**config.mk**
```make
export PLATFORM = sky130hd
export DESIGN_NAME = sync_length_checksum_frame_receiver_top_flat
export DESIGN_NICKNAME = d
export VERILOG_FILES = /design/src/design/slcf_pkg.sv /design/src/design/slcf_rx_if.sv /design/src/design/slcf_res_if.sv /design/src/design/slcf_ram.sv /design/src/design/slcf_queue.sv /design/src/design/slcf_front.sv /design/src/design/slcf_back.sv /design/src/design/sync_length_checksum_frame_receiver_top.sv /design/src/flat_wrapper.sv
export SDC_FILE = /design/constraint.sdc
export NUM_CORES = 1
export LEC_CHECK = 0
export ABC_AREA = 1
export BUFFER_PORTS_ARGS = -buffer_cell sky130_fd_sc_hd__buf_4
export CAP_MARGIN = 20
export CORE_MARGIN = 10
export CORE_UTILIZATION = 55
export DETAILED_ROUTE_END_ITERATION = 10
export GPL_TIMING_DRIVEN = 0
export PLACE_DENSITY = 0.75
export SLEW_MARGIN = 20
export SYNTH_ARGS = -nofsm -noshare
export SYNTH_HDL_FRONTEND = slang
export SYNTH_SLANG_ARGS = --single-unit
export TNS_END_PERCENT = 5
```
**constraint.sdc**
```tcl
create_clock -name clk -period 3 [get_ports clk]
set_input_delay 0 -clock clk [delete_from_list [all_inputs] [get_ports clk]]
set_output_delay 0 -clock clk [all_outputs]
set_load 0.01 [all_outputs]
```
**src/design/slcf_pkg.sv**
```systemverilog
// Shared constants and control types of the sync/length/checksum frame receiver.
package slcf_pkg;

  // Field widths of the byte channel and of the result channel.
  localparam int BYTE_W     = 8;
  localparam int POSITION_W = 4;
  localparam int LENGTH_W   = 5;

  // Sync byte value after reset.
  localparam logic [BYTE_W-1:0] SYNC_RESET = 8'hAA;

  // Number of RAM banks: one fills while the other drains.
  localparam int BANKS = 2;

  // Notice from the back end that a payload bank has been fully drained.
  typedef struct packed {
    logic valid;
    logic bank;
  } slcf_release_t;

endpackage

```
**src/design/slcf_rx_if.sv**
```systemverilog
// Received-byte channel: valid/ready handshake carrying one byte per item.
interface slcf_rx_if import slcf_pkg::*; ();
  logic              valid;
  logic              ready;
  logic [BYTE_W-1:0] rx_byte;

  modport source (output valid, output rx_byte, input ready);
  modport sink   (input valid, input rx_byte, output ready);
endinterface

```
**src/design/slcf_res_if.sv**
```systemverilog
// Result channel: one payload byte of a verified frame per item.
interface slcf_res_if import slcf_pkg::*; ();
  logic                  valid;
  logic                  ready;
  logic [BYTE_W-1:0]     payload_byte;
  logic [POSITION_W-1:0] payload_position;
  logic [LENGTH_W-1:0]   frame_length;
  logic                  last_of_frame;

  modport source (output valid, output payload_byte, output payload_position,
                  output frame_length, output last_of_frame, input ready);
  modport sink   (input valid, input payload_byte, input payload_position,
                  input frame_length, input last_of_frame, output ready);
endinterface

```
**src/design/slcf_ram.sv**
```systemverilog
// Generic single-write, single-read RAM with registered read data.
module slcf_ram #(
  parameter int WIDTH = 8,
  parameter int DEPTH = 32,
  localparam int AW   = (DEPTH > 1) ? $clog2(DEPTH) : 1
) (
  input  logic             clk,
  input  logic             we,
  input  logic [AW-1:0]    waddr,
  input  logic [WIDTH-1:0] wdata,
  input  logic             re,
  input  logic [AW-1:0]    raddr,
  output logic [WIDTH-1:0] rdata
);

  logic [WIDTH-1:0] mem [DEPTH];

  // Write port.
  always_ff @(posedge clk) begin
    if (we) begin
      mem[waddr] <= wdata;
    end
  end

  // Registered read port; the data holds until the next read.
  always_ff @(posedge clk) begin
    if (re) begin
      rdata <= mem[raddr];
    end
  end

endmodule

```
**src/design/slcf_queue.sv**
```systemverilog
// Two-entry frame descriptor queue between the front end and the back end.
module slcf_queue #(
  parameter int WIDTH = 6
) (
  input  logic             clk,
  input  logic             rst,
  input  logic             push_valid,
  input  logic [WIDTH-1:0] push_data,
  output logic             push_ready,
  output logic             pop_valid,
  output logic [WIDTH-1:0] pop_data,
  input  logic             pop_ready
);

  localparam int DEPTH = 2;
  localparam int PTR_W = $clog2(DEPTH);
  localparam int CNT_W = $clog2(DEPTH + 1);

  logic [WIDTH-1:0] slots [DEPTH];
  logic [PTR_W-1:0] wr_ptr;
  logic [PTR_W-1:0] rd_ptr;
  logic [CNT_W-1:0] count;
  logic             do_push;
  logic             do_pop;

  assign push_ready = (count != CNT_W'(DEPTH));
  assign pop_valid  = (count != '0);
  assign pop_data   = slots[rd_ptr];
  assign do_push    = push_valid && push_ready;
  assign do_pop     = pop_valid && pop_ready;

  // Descriptor storage.
  always_ff @(posedge clk) begin
    if (do_push) begin
      slots[wr_ptr] <= push_data;
    end
  end

  // Pointers and fill count.
  always_ff @(posedge clk) begin
    if (rst) begin
      wr_ptr <= '0;
      rd_ptr <= '0;
      count  <= '0;
    end else begin
      if (do_push) begin
        wr_ptr <= wr_ptr + PTR_W'(1);
      end
      if (do_pop) begin
        rd_ptr <= rd_ptr + PTR_W'(1);
      end
      if (do_push && !do_pop) begin
        count <= count + CNT_W'(1);
      end else if (do_pop && !do_push) begin
        count <= count - CNT_W'(1);
      end
    end
  end

endmodule

```
**src/design/slcf_front.sv**
```systemverilog
// Front end: parses sync, length, payload and checksum bytes and queues good frames.
module slcf_front import slcf_pkg::*; #(
  parameter int MAX_PAYLOAD = 16,
  localparam int LW = $clog2(MAX_PAYLOAD + 1),
  localparam int PW = (MAX_PAYLOAD > 1) ? $clog2(MAX_PAYLOAD) : 1,
  localparam int CW = $clog2(MAX_PAYLOAD + 3),
  localparam int AW = $clog2(BANKS * MAX_PAYLOAD),
  localparam int DW = 1 + LW
) (
  input  logic              clk,
  input  logic              rst,
  input  logic              cfg_we,
  input  logic [BYTE_W-1:0] cfg_wdata,
  slcf_rx_if.sink           rx,
  output logic              ram_we,
  output logic [AW-1:0]     ram_waddr,
  output logic [BYTE_W-1:0] ram_wdata,
  output logic              push_valid,
  output logic [DW-1:0]     push_desc,
  input  logic              push_ready,
  input  slcf_release_t     rel
);

  // Byte count values: sync taken, then length taken.
  localparam logic [CW-1:0] COUNT_SYNC   = CW'(1);
  localparam logic [CW-1:0] COUNT_HEADER = CW'(2);

  logic [BYTE_W-1:0] sync_value;
  logic              receiving;
  logic              receiving_next;
  logic [CW-1:0]     byte_count;
  logic [CW-1:0]     byte_count_next;
  logic [LW-1:0]     announced_length;
  logic [LW-1:0]     announced_length_next;
  logic [BYTE_W-1:0] running_sum;
  logic [BYTE_W-1:0] running_sum_next;
  logic              wr_bank;
  logic [BANKS-1:0]  bank_busy;
  logic [BANKS-1:0]  bank_busy_next;
  logic              accept;
  logic [PW-1:0]     pos;
  logic [BYTE_W-1:0] b;

  // Take a byte only while the bank being filled is free and a good frame can be queued.
  assign rx.ready  = !bank_busy[wr_bank] && push_ready;
  assign accept    = rx.valid && rx.ready;
  assign b         = rx.rx_byte;
  assign pos       = PW'(byte_count - COUNT_HEADER);
  assign ram_wdata = b;
  assign ram_waddr = AW'(pos) + (wr_bank ? AW'(MAX_PAYLOAD) : {AW{1'b0}});
  assign push_desc = {wr_bank, announced_length};

  // Frame parser.
  always_comb begin
    receiving_next        = receiving;
    byte_count_next       = byte_count;
    announced_length_next = announced_length;
    running_sum_next      = running_sum;
    ram_we                = 1'b0;
    push_valid            = 1'b0;
    if (accept) begin
      priority if (!receiving) begin
        // Hunting for the sync byte.
        if (b == sync_value) begin
          receiving_next        = 1'b1;
          byte_count_next       = COUNT_SYNC;
          announced_length_next = '0;
          running_sum_next      = b;
        end
      end else if (byte_count == COUNT_SYNC) begin
        // Length byte: an empty or oversized frame is dropped.
        if (b == '0 || b > BYTE_W'(MAX_PAYLOAD)) begin
          receiving_next        = 1'b0;
          byte_count_next       = '0;
          announced_length_next = '0;
          running_sum_next      = '0;
        end else begin
          announced_length_next = LW'(b);
          running_sum_next      = running_sum + b;
          byte_count_next       = COUNT_HEADER;
        end
      end else if (byte_count < CW'(announced_length) + COUNT_HEADER) begin
        // Payload byte goes into the current bank.
        ram_we           = 1'b1;
        running_sum_next = running_sum + b;
        byte_count_next  = byte_count + CW'(1);
      end else begin
        // Checksum byte: a match hands the bank to the back end.
        push_valid            = (b == running_sum);
        receiving_next        = 1'b0;
        byte_count_next       = '0;
        announced_length_next = '0;
        running_sum_next      = '0;
      end
    end
  end

  // Bank ownership: set when a frame is queued, cleared when it has been drained.
  always_comb begin
    bank_busy_next = bank_busy;
    if (rel.valid) begin
      bank_busy_next[rel.bank] = 1'b0;
    end
    if (push_valid) begin
      bank_busy_next[wr_bank] = 1'b1;
    end
  end

  // Control registers.
  always_ff @(posedge clk) begin
    if (rst) begin
      sync_value       <= SYNC_RESET;
      receiving        <= 1'b0;
      byte_count       <= '0;
      announced_length <= '0;
      running_sum      <= '0;
      wr_bank          <= 1'b0;
      bank_busy        <= '0;
    end else begin
      if (cfg_we) begin
        sync_value <= cfg_wdata;
      end
      receiving        <= receiving_next;
      byte_count       <= byte_count_next;
      announced_length <= announced_length_next;
      running_sum      <= running_sum_next;
      bank_busy        <= bank_busy_next;
      if (push_valid) begin
        wr_bank <= !wr_bank;
      end
    end
  end

endmodule

```
**src/design/slcf_back.sv**
```systemverilog
// Back end: drains a verified frame from its RAM bank as a run of result items.
module slcf_back import slcf_pkg::*; #(
  parameter int MAX_PAYLOAD = 16,
  localparam int LW = $clog2(MAX_PAYLOAD + 1),
  localparam int PW = (MAX_PAYLOAD > 1) ? $clog2(MAX_PAYLOAD) : 1,
  localparam int AW = $clog2(BANKS * MAX_PAYLOAD),
  localparam int DW = 1 + LW
) (
  input  logic              clk,
  input  logic              rst,
  input  logic              pop_valid,
  input  logic [DW-1:0]     pop_desc,
  output logic              pop_ready,
  output logic              ram_re,
  output logic [AW-1:0]     ram_raddr,
  input  logic [BYTE_W-1:0] ram_rdata,
  slcf_res_if.source        res,
  output slcf_release_t     rel
);

  typedef enum logic [2:0] {
    B_IDLE = 3'b001,
    B_READ = 3'b010,
    B_SEND = 3'b100
  } back_state_t;

  back_state_t   state;
  back_state_t   state_next;
  logic          bank;
  logic [LW-1:0] len;
  logic [PW-1:0] idx;
  logic [PW-1:0] idx_next;
  logic          last;

  assign pop_ready            = (state == B_IDLE);
  assign last                 = (LW'(idx) + LW'(1)) == len;
  assign ram_raddr            = AW'(idx) + (bank ? AW'(MAX_PAYLOAD) : {AW{1'b0}});
  assign res.valid            = (state == B_SEND);
  assign res.payload_byte     = ram_rdata;
  assign res.payload_position = POSITION_W'(idx);
  assign res.frame_length     = LENGTH_W'(len);
  assign res.last_of_frame    = last;

  // Sequencer: read one byte, then hold it on the result channel until taken.
  always_comb begin
    state_next = state;
    idx_next   = idx;
    ram_re     = 1'b0;
    rel.valid  = 1'b0;
    rel.bank   = bank;
    unique case (state)
      B_IDLE: begin
        if (pop_valid) begin
          idx_next   = '0;
          state_next = B_READ;
        end
      end
      B_READ: begin
        ram_re     = 1'b1;
        state_next = B_SEND;
      end
      B_SEND: begin
        if (res.ready) begin
          if (last) begin
            rel.valid  = 1'b1;
            state_next = B_IDLE;
          end else begin
            idx_next   = idx + PW'(1);
            state_next = B_READ;
          end
        end
      end
      default: begin
        state_next = B_IDLE;
      end
    endcase
  end

  // Frame descriptor registers, loaded when a frame is popped.
  always_ff @(posedge clk) begin
    if (state == B_IDLE && pop_valid) begin
      bank <= pop_desc[DW-1];
      len  <= pop_desc[LW-1:0];
    end
  end

  // Control registers.
  always_ff @(posedge clk) begin
    if (rst) begin
      state <= B_IDLE;
      idx   <= '0;
    end else begin
      state <= state_next;
      idx   <= idx_next;
    end
  end

endmodule

```
**src/design/sync_length_checksum_frame_receiver_top.sv**
```systemverilog
// A checksum match queues the frame descriptor; the back end pops it, reads the first
// payload byte, then offers it. Input takes one received byte per cycle unless stalled;
// results drain read-then-send on the RAM read port, each item taken before the next read.
// Two payload banks let a new frame arrive while the previous one drains; input
// stalls only while both banks hold frames not yet delivered.
// Reset (synchronous, active high) returns to sync hunting, sync value 0xAA, queue empty.
module sync_length_checksum_frame_receiver_top import slcf_pkg::*; #(
  parameter int MAX_PAYLOAD = 16
) (
  input  logic              clk,
  input  logic              rst,
  input  logic              cfg_we,
  input  logic [BYTE_W-1:0] cfg_wdata,
  slcf_rx_if.sink           rx,
  slcf_res_if.source        res
);

  localparam int LW    = $clog2(MAX_PAYLOAD + 1);
  localparam int AW    = $clog2(BANKS * MAX_PAYLOAD);
  localparam int DW    = 1 + LW;
  localparam int DEPTH = BANKS * MAX_PAYLOAD;

  logic              ram_we;
  logic [AW-1:0]     ram_waddr;
  logic [BYTE_W-1:0] ram_wdata;
  logic              ram_re;
  logic [AW-1:0]     ram_raddr;
  logic [BYTE_W-1:0] ram_rdata;
  logic              push_valid;
  logic [DW-1:0]     push_desc;
  logic              push_ready;
  logic              pop_valid;
  logic [DW-1:0]     pop_desc;
  logic              pop_ready;
  slcf_release_t     rel;

  // Byte parser and checksum check.
  slcf_front #(.MAX_PAYLOAD(MAX_PAYLOAD)) u_front (
    .clk        (clk),
    .rst        (rst),
    .cfg_we     (cfg_we),
    .cfg_wdata  (cfg_wdata),
    .rx         (rx),
    .ram_we     (ram_we),
    .ram_waddr  (ram_waddr),
    .ram_wdata  (ram_wdata),
    .push_valid (push_valid),
    .push_desc  (push_desc),
    .push_ready (push_ready),
    .rel        (rel)
  );

  // Verified frame descriptors.
  slcf_queue #(.WIDTH(DW)) u_queue (
    .clk        (clk),
    .rst        (rst),
    .push_valid (push_valid),
    .push_data  (push_desc),
    .push_ready (push_ready),
    .pop_valid  (pop_valid),
    .pop_data   (pop_desc),
    .pop_ready  (pop_ready)
  );

  // Payload store, two banks.
  slcf_ram #(.WIDTH(BYTE_W), .DEPTH(DEPTH)) u_ram (
    .clk   (clk),
    .we    (ram_we),
    .waddr (ram_waddr),
    .wdata (ram_wdata),
    .re    (ram_re),
    .raddr (ram_raddr),
    .rdata (ram_rdata)
  );

  // Result run generator.
  slcf_back #(.MAX_PAYLOAD(MAX_PAYLOAD)) u_back (
    .clk       (clk),
    .rst       (rst),
    .pop_valid (pop_valid),
    .pop_desc  (pop_desc),
    .pop_ready (pop_ready),
    .ram_re    (ram_re),
    .ram_raddr (ram_raddr),
    .ram_rdata (ram_rdata),
    .res       (res),
    .rel       (rel)
  );

endmodule

```
**src/flat_wrapper.sv**
```systemverilog
// flat-port wrapper written by rule: the top's interface ports become plain ports
module sync_length_checksum_frame_receiver_top_flat import slcf_pkg::*;
#(
  parameter int MAX_PAYLOAD = 16
)
  (clk, rst, cfg_we, cfg_wdata, rx_valid, rx_rx_byte, rx_ready, res_valid, res_payload_byte, res_payload_position, res_frame_length, res_last_of_frame, res_ready);
  slcf_rx_if rx_i ();
  slcf_res_if res_i ();
  input  logic clk;
  input  logic rst;
  input  logic cfg_we;
  input  logic [BYTE_W-1:0] cfg_wdata;
  input wire logic [$bits(rx_i.valid)-1:0] rx_valid;
  input wire logic [$bits(rx_i.rx_byte)-1:0] rx_rx_byte;
  output wire logic [$bits(rx_i.ready)-1:0] rx_ready;
  output wire logic [$bits(res_i.valid)-1:0] res_valid;
  output wire logic [$bits(res_i.payload_byte)-1:0] res_payload_byte;
  output wire logic [$bits(res_i.payload_position)-1:0] res_payload_position;
  output wire logic [$bits(res_i.frame_length)-1:0] res_frame_length;
  output wire logic [$bits(res_i.last_of_frame)-1:0] res_last_of_frame;
  input wire logic [$bits(res_i.ready)-1:0] res_ready;
  assign rx_i.valid = rx_valid;
  assign rx_i.rx_byte = rx_rx_byte;
  assign rx_ready = rx_i.ready;
  assign res_valid = res_i.valid;
  assign res_payload_byte = res_i.payload_byte;
  assign res_payload_position = res_i.payload_position;
  assign res_frame_length = res_i.frame_length;
  assign res_last_of_frame = res_i.last_of_frame;
  assign res_i.ready = res_ready;
  sync_length_checksum_frame_receiver_top #(.MAX_PAYLOAD(MAX_PAYLOAD)) u_core (.clk(clk), .rst(rst), .cfg_we(cfg_we), .cfg_wdata(cfg_wdata), .rx(rx_i), .res(res_i));
endmodule
```
==> results.ini <==
[setup_path]
startpoint_type = flip-flop
critPathKind = flip-flop to flip-flop
slowest_delay_ps = 730
cp-end-kind = flip-flop
path_max_fanout = 10
ff2ff_path_depth = 10
cp.arrival_ps = 3040
r2r_slack_ps = 270
worstPathRequired_ps = 3310
timing.rr.end = u_core.u_ram.rdata[0]
r2r-start = u_core.u_back.res.payload_position[0]
cpMaxStageDelayCell = dfxtp_1
cp_cell_sequence = inv_2, buf_2, buf_2, nor2_1, nor2_1, a21oi_1, a21oi_1, o21ai_0, nand3_1, and2_1

[routing]
dr.pass1.iters = 5
wl_um = 35300
drt-initial-drc-count = 1313
wl_per_cell_um = 21.1
drcViolationCount = 0
vias = 9985
drtAntennaViolNets = 0
vias_per_cell = 5.97

[logic_synthesis]
synthFlopType = edfxtp_1
synth-edff-count = 282
async_flop_share = 0
yosysMostFrequentCell = edfxtp_1
synth_nets = 1257
synth_area_mm2 = 0.0137
synth.distinct_cells = 34
ys_ff_latch = 323
synthCells = 1215
yosys-top-cells-area = edfxtp_1 (62%), nor2_1 (6.0%), dfxtp_1 (6.0%)
yosys.area.top_type = edfxtp_1
yosysSeqAreaShare = 0.679
yosys_warnings = 0
avgSynthCellArea_um2 = 11.3
yosysTopAreaCellShare = 0.619
synth_commonest_cells = edfxtp_1 (282), nor2_1 (220), o21ai_0 (158)

[sta]
max_freq_mhz = 366
final_hold_viol_count = 0
min_period_ps = 2730
fin_skew_ps = 11.1
whs_ps = 297
tightest_slew_ps = 872
drv_slew = 0
finalCritPeriodShare = 0.910
grt_setup_unrepaired = no
finalSetupViolCount = 0
max-slew-margin-rel = 0.418

[placed_design]
hpwl_um = 22600
gp_congestion = 0.898
io_buffers = 39
placed_cells = 1578

[clock_tree]
cts_tree = yes
cts.sinks = 323
clk_latency_ps = 550
clk_pin_slew_ps = 60
htreeDepth = 1
cts_inserted_buffers = 31
cts-root-buf = clkbuf_16
clock_path_buffers = 3

[layout]
stdcell_count = 1672
finalCoreUtilization = 0.655
areaGrowthSynthToFinish_pct = 16.9
seqCellArea_mm2 = 0.00929
n_fill_cell = 1782
nets = 1364
drive_above_1_share = 0.111
multi_input_area_mm2 = 0.00414

[floorplan]
start_util = 0.561
die_x_um = 178
die_area_mm2 = 0.0316
num_rows = 57
die_h_um = 178
coreArea_mm2 = 0.0244
pin_count = 41

[min_path]
worstHoldPathCells = 5
hold_path_startpoint = rst
hp-class = input port to flip-flop
min_to = u_core.u_queue.count[1]

[power]
powerDensity_mw_per_mm2 = 593
irDropWorstVdd_uv = 395
power_leakage_nw = 5.69

[global_routing]
grt_usage = 0.221
grt_pass1_vias = 9660
grt_pass1_wl_um = 54400
antenna_found_initial = 2
grt_overflow = 0
grt_max_degree = 37

[outcome]
status = finished, final reports clean

[flow_run]
maxCapViolCount = 0

## where the power goes
part / leakage (nW) / switching (mW) / internal [mW]
clock: 0.467 / 1.59 / 2.11
combinational: 2.34 / 0.487 / 0.249
sequential: 2.87 / 0.0559 / 4.99
## logic make-up (layout without fill, tap and decap cells)
group                      Yosys count  after routing  synth area share
DFF                                323            323             0.679
buffers and inverters              137            268            0.0393
adders and majority gates           21             21            0.0198
other                                0              2                 0
xor gates and xnor gates            20             20            0.0128
and+or+nand+nor                    447            447             0.136
AOI/OAI and AO/OA                  267            267             0.113
## worst max-delay path: cells and delay by family, from the launching register on
family                 cells  cell delay [ps]
flip-flops                 1              730
buffers and inverters      3              690
AND/OR/NAND/NOR            4              580
AO/OA/AOI/OAI              3              490
## layout by cell type, fill, tap and decap left out, types with 8 or more instances in the layout
cell type and n:
clkbuf_16 31, o22ai_1 8, nor2_1 188, dlygate4sd3_1 34, and2_1 8, buf_4 41, dfxtp_1 41, buf_2 13
nor3_1 9, a21oi_1 41, nand2_1 108, clkbuf_1 57, o21ai_0 158, inv_1 68, nand3_1 78, nand4_1 9
ha_1 20, o221ai_1 48, xor2_1 14, nor2_4 32, edfxtp_1 282
## sequential cells by signal, summed over array words and instances, names as in the netlist, 2 cells and up
| signal | count |
|---|---|
| u_core.u_front.running_sum | 8 |
| u_core.u_back.state | 3 |
| u_core.u_front.sync_value | 8 |
| u_core.u_back.res.frame_length | 5 |
| u_core.u_ram.mem | 256 |
| u_core.u_queue.count | 2 |
| u_core.u_ram.rdata | 8 |
| u_core.u_back.res.payload_position | 4 |
| u_core.u_front.announced_length | 5 |
| u_core.u_front.byte_count | 5 |
| u_core.u_queue.slots | 12 |
| u_core.u_front.bank_busy | 2 |
## worst max path at each step
stage,depth (start not counted),end,slack [ps],start
3_3_place_gp,10,u_core.u_ram.mem[30][2],-250,u_core.u_front.announced_length[1]
6_report,10,u_core.u_ram.rdata[0],270,u_core.u_back.res.payload_position[0]
3_5_place_dp,10,u_core.u_ram.mem[12][1],-330,u_core.u_front.announced_length[1]
2_1_floorplan,10,u_core.u_ram.mem[10][0],450,u_core.u_front.announced_length[1]
4_1_cts,10,u_core.u_ram.mem[12][2],-120,u_core.u_front.announced_length[1]
5_1_grt,14,u_core.u_queue.count[1],80,u_core.u_front.announced_length[1]
## area by class of cell
cell class	instances	area share
diodes	2	0.000313
plain buffers	61	0.0158
clock buffers	50	0.0561
clock inverters	7	0.00360
inverters	76	0.0178
multi-input cells	755	0.259
flip-flops and latches	323	0.581
well taps	324	0.0254
repair buffers	74	0.0409
## metal layers
| metal | vias up | global-route usage | part of all wire |
|---|---|---|---|
| met4 | 0 | 0.0844 | 0.031 |
| li1 | 4568 | - | - |
| met2 | 519 | 0.356 | 0.47 |
| met3 | 83 | 0.0410 | 0.095 |
| met5 | - | 0 | 0 |
| met1 | 4815 | 0.293 | 0.40 |
## repair_timing
item                                   CTS  global route
setup endpoints to repair              256           257
resized for setup                       68             7
gates cloned                             0             0
buffers inserted                         0             1
pin swaps                                0             1
hold buffers                            34             0
endpoints found under the hold margin  272             0
## stage by stage
step	total power [mW]	setup TNS (ps)	cell area, µm²	setup WS, ps
global placement	5.79	-44260	14400	-249
detailed placement	5.82	-65040	14400	-327
global route	9.75	0	16000	82.5
floorplan	5.52	0	13700	453
finish	9.48	0	16000	269
CTS	9.48	-20120	15900	-117
(Power assumes the default switching activity.)
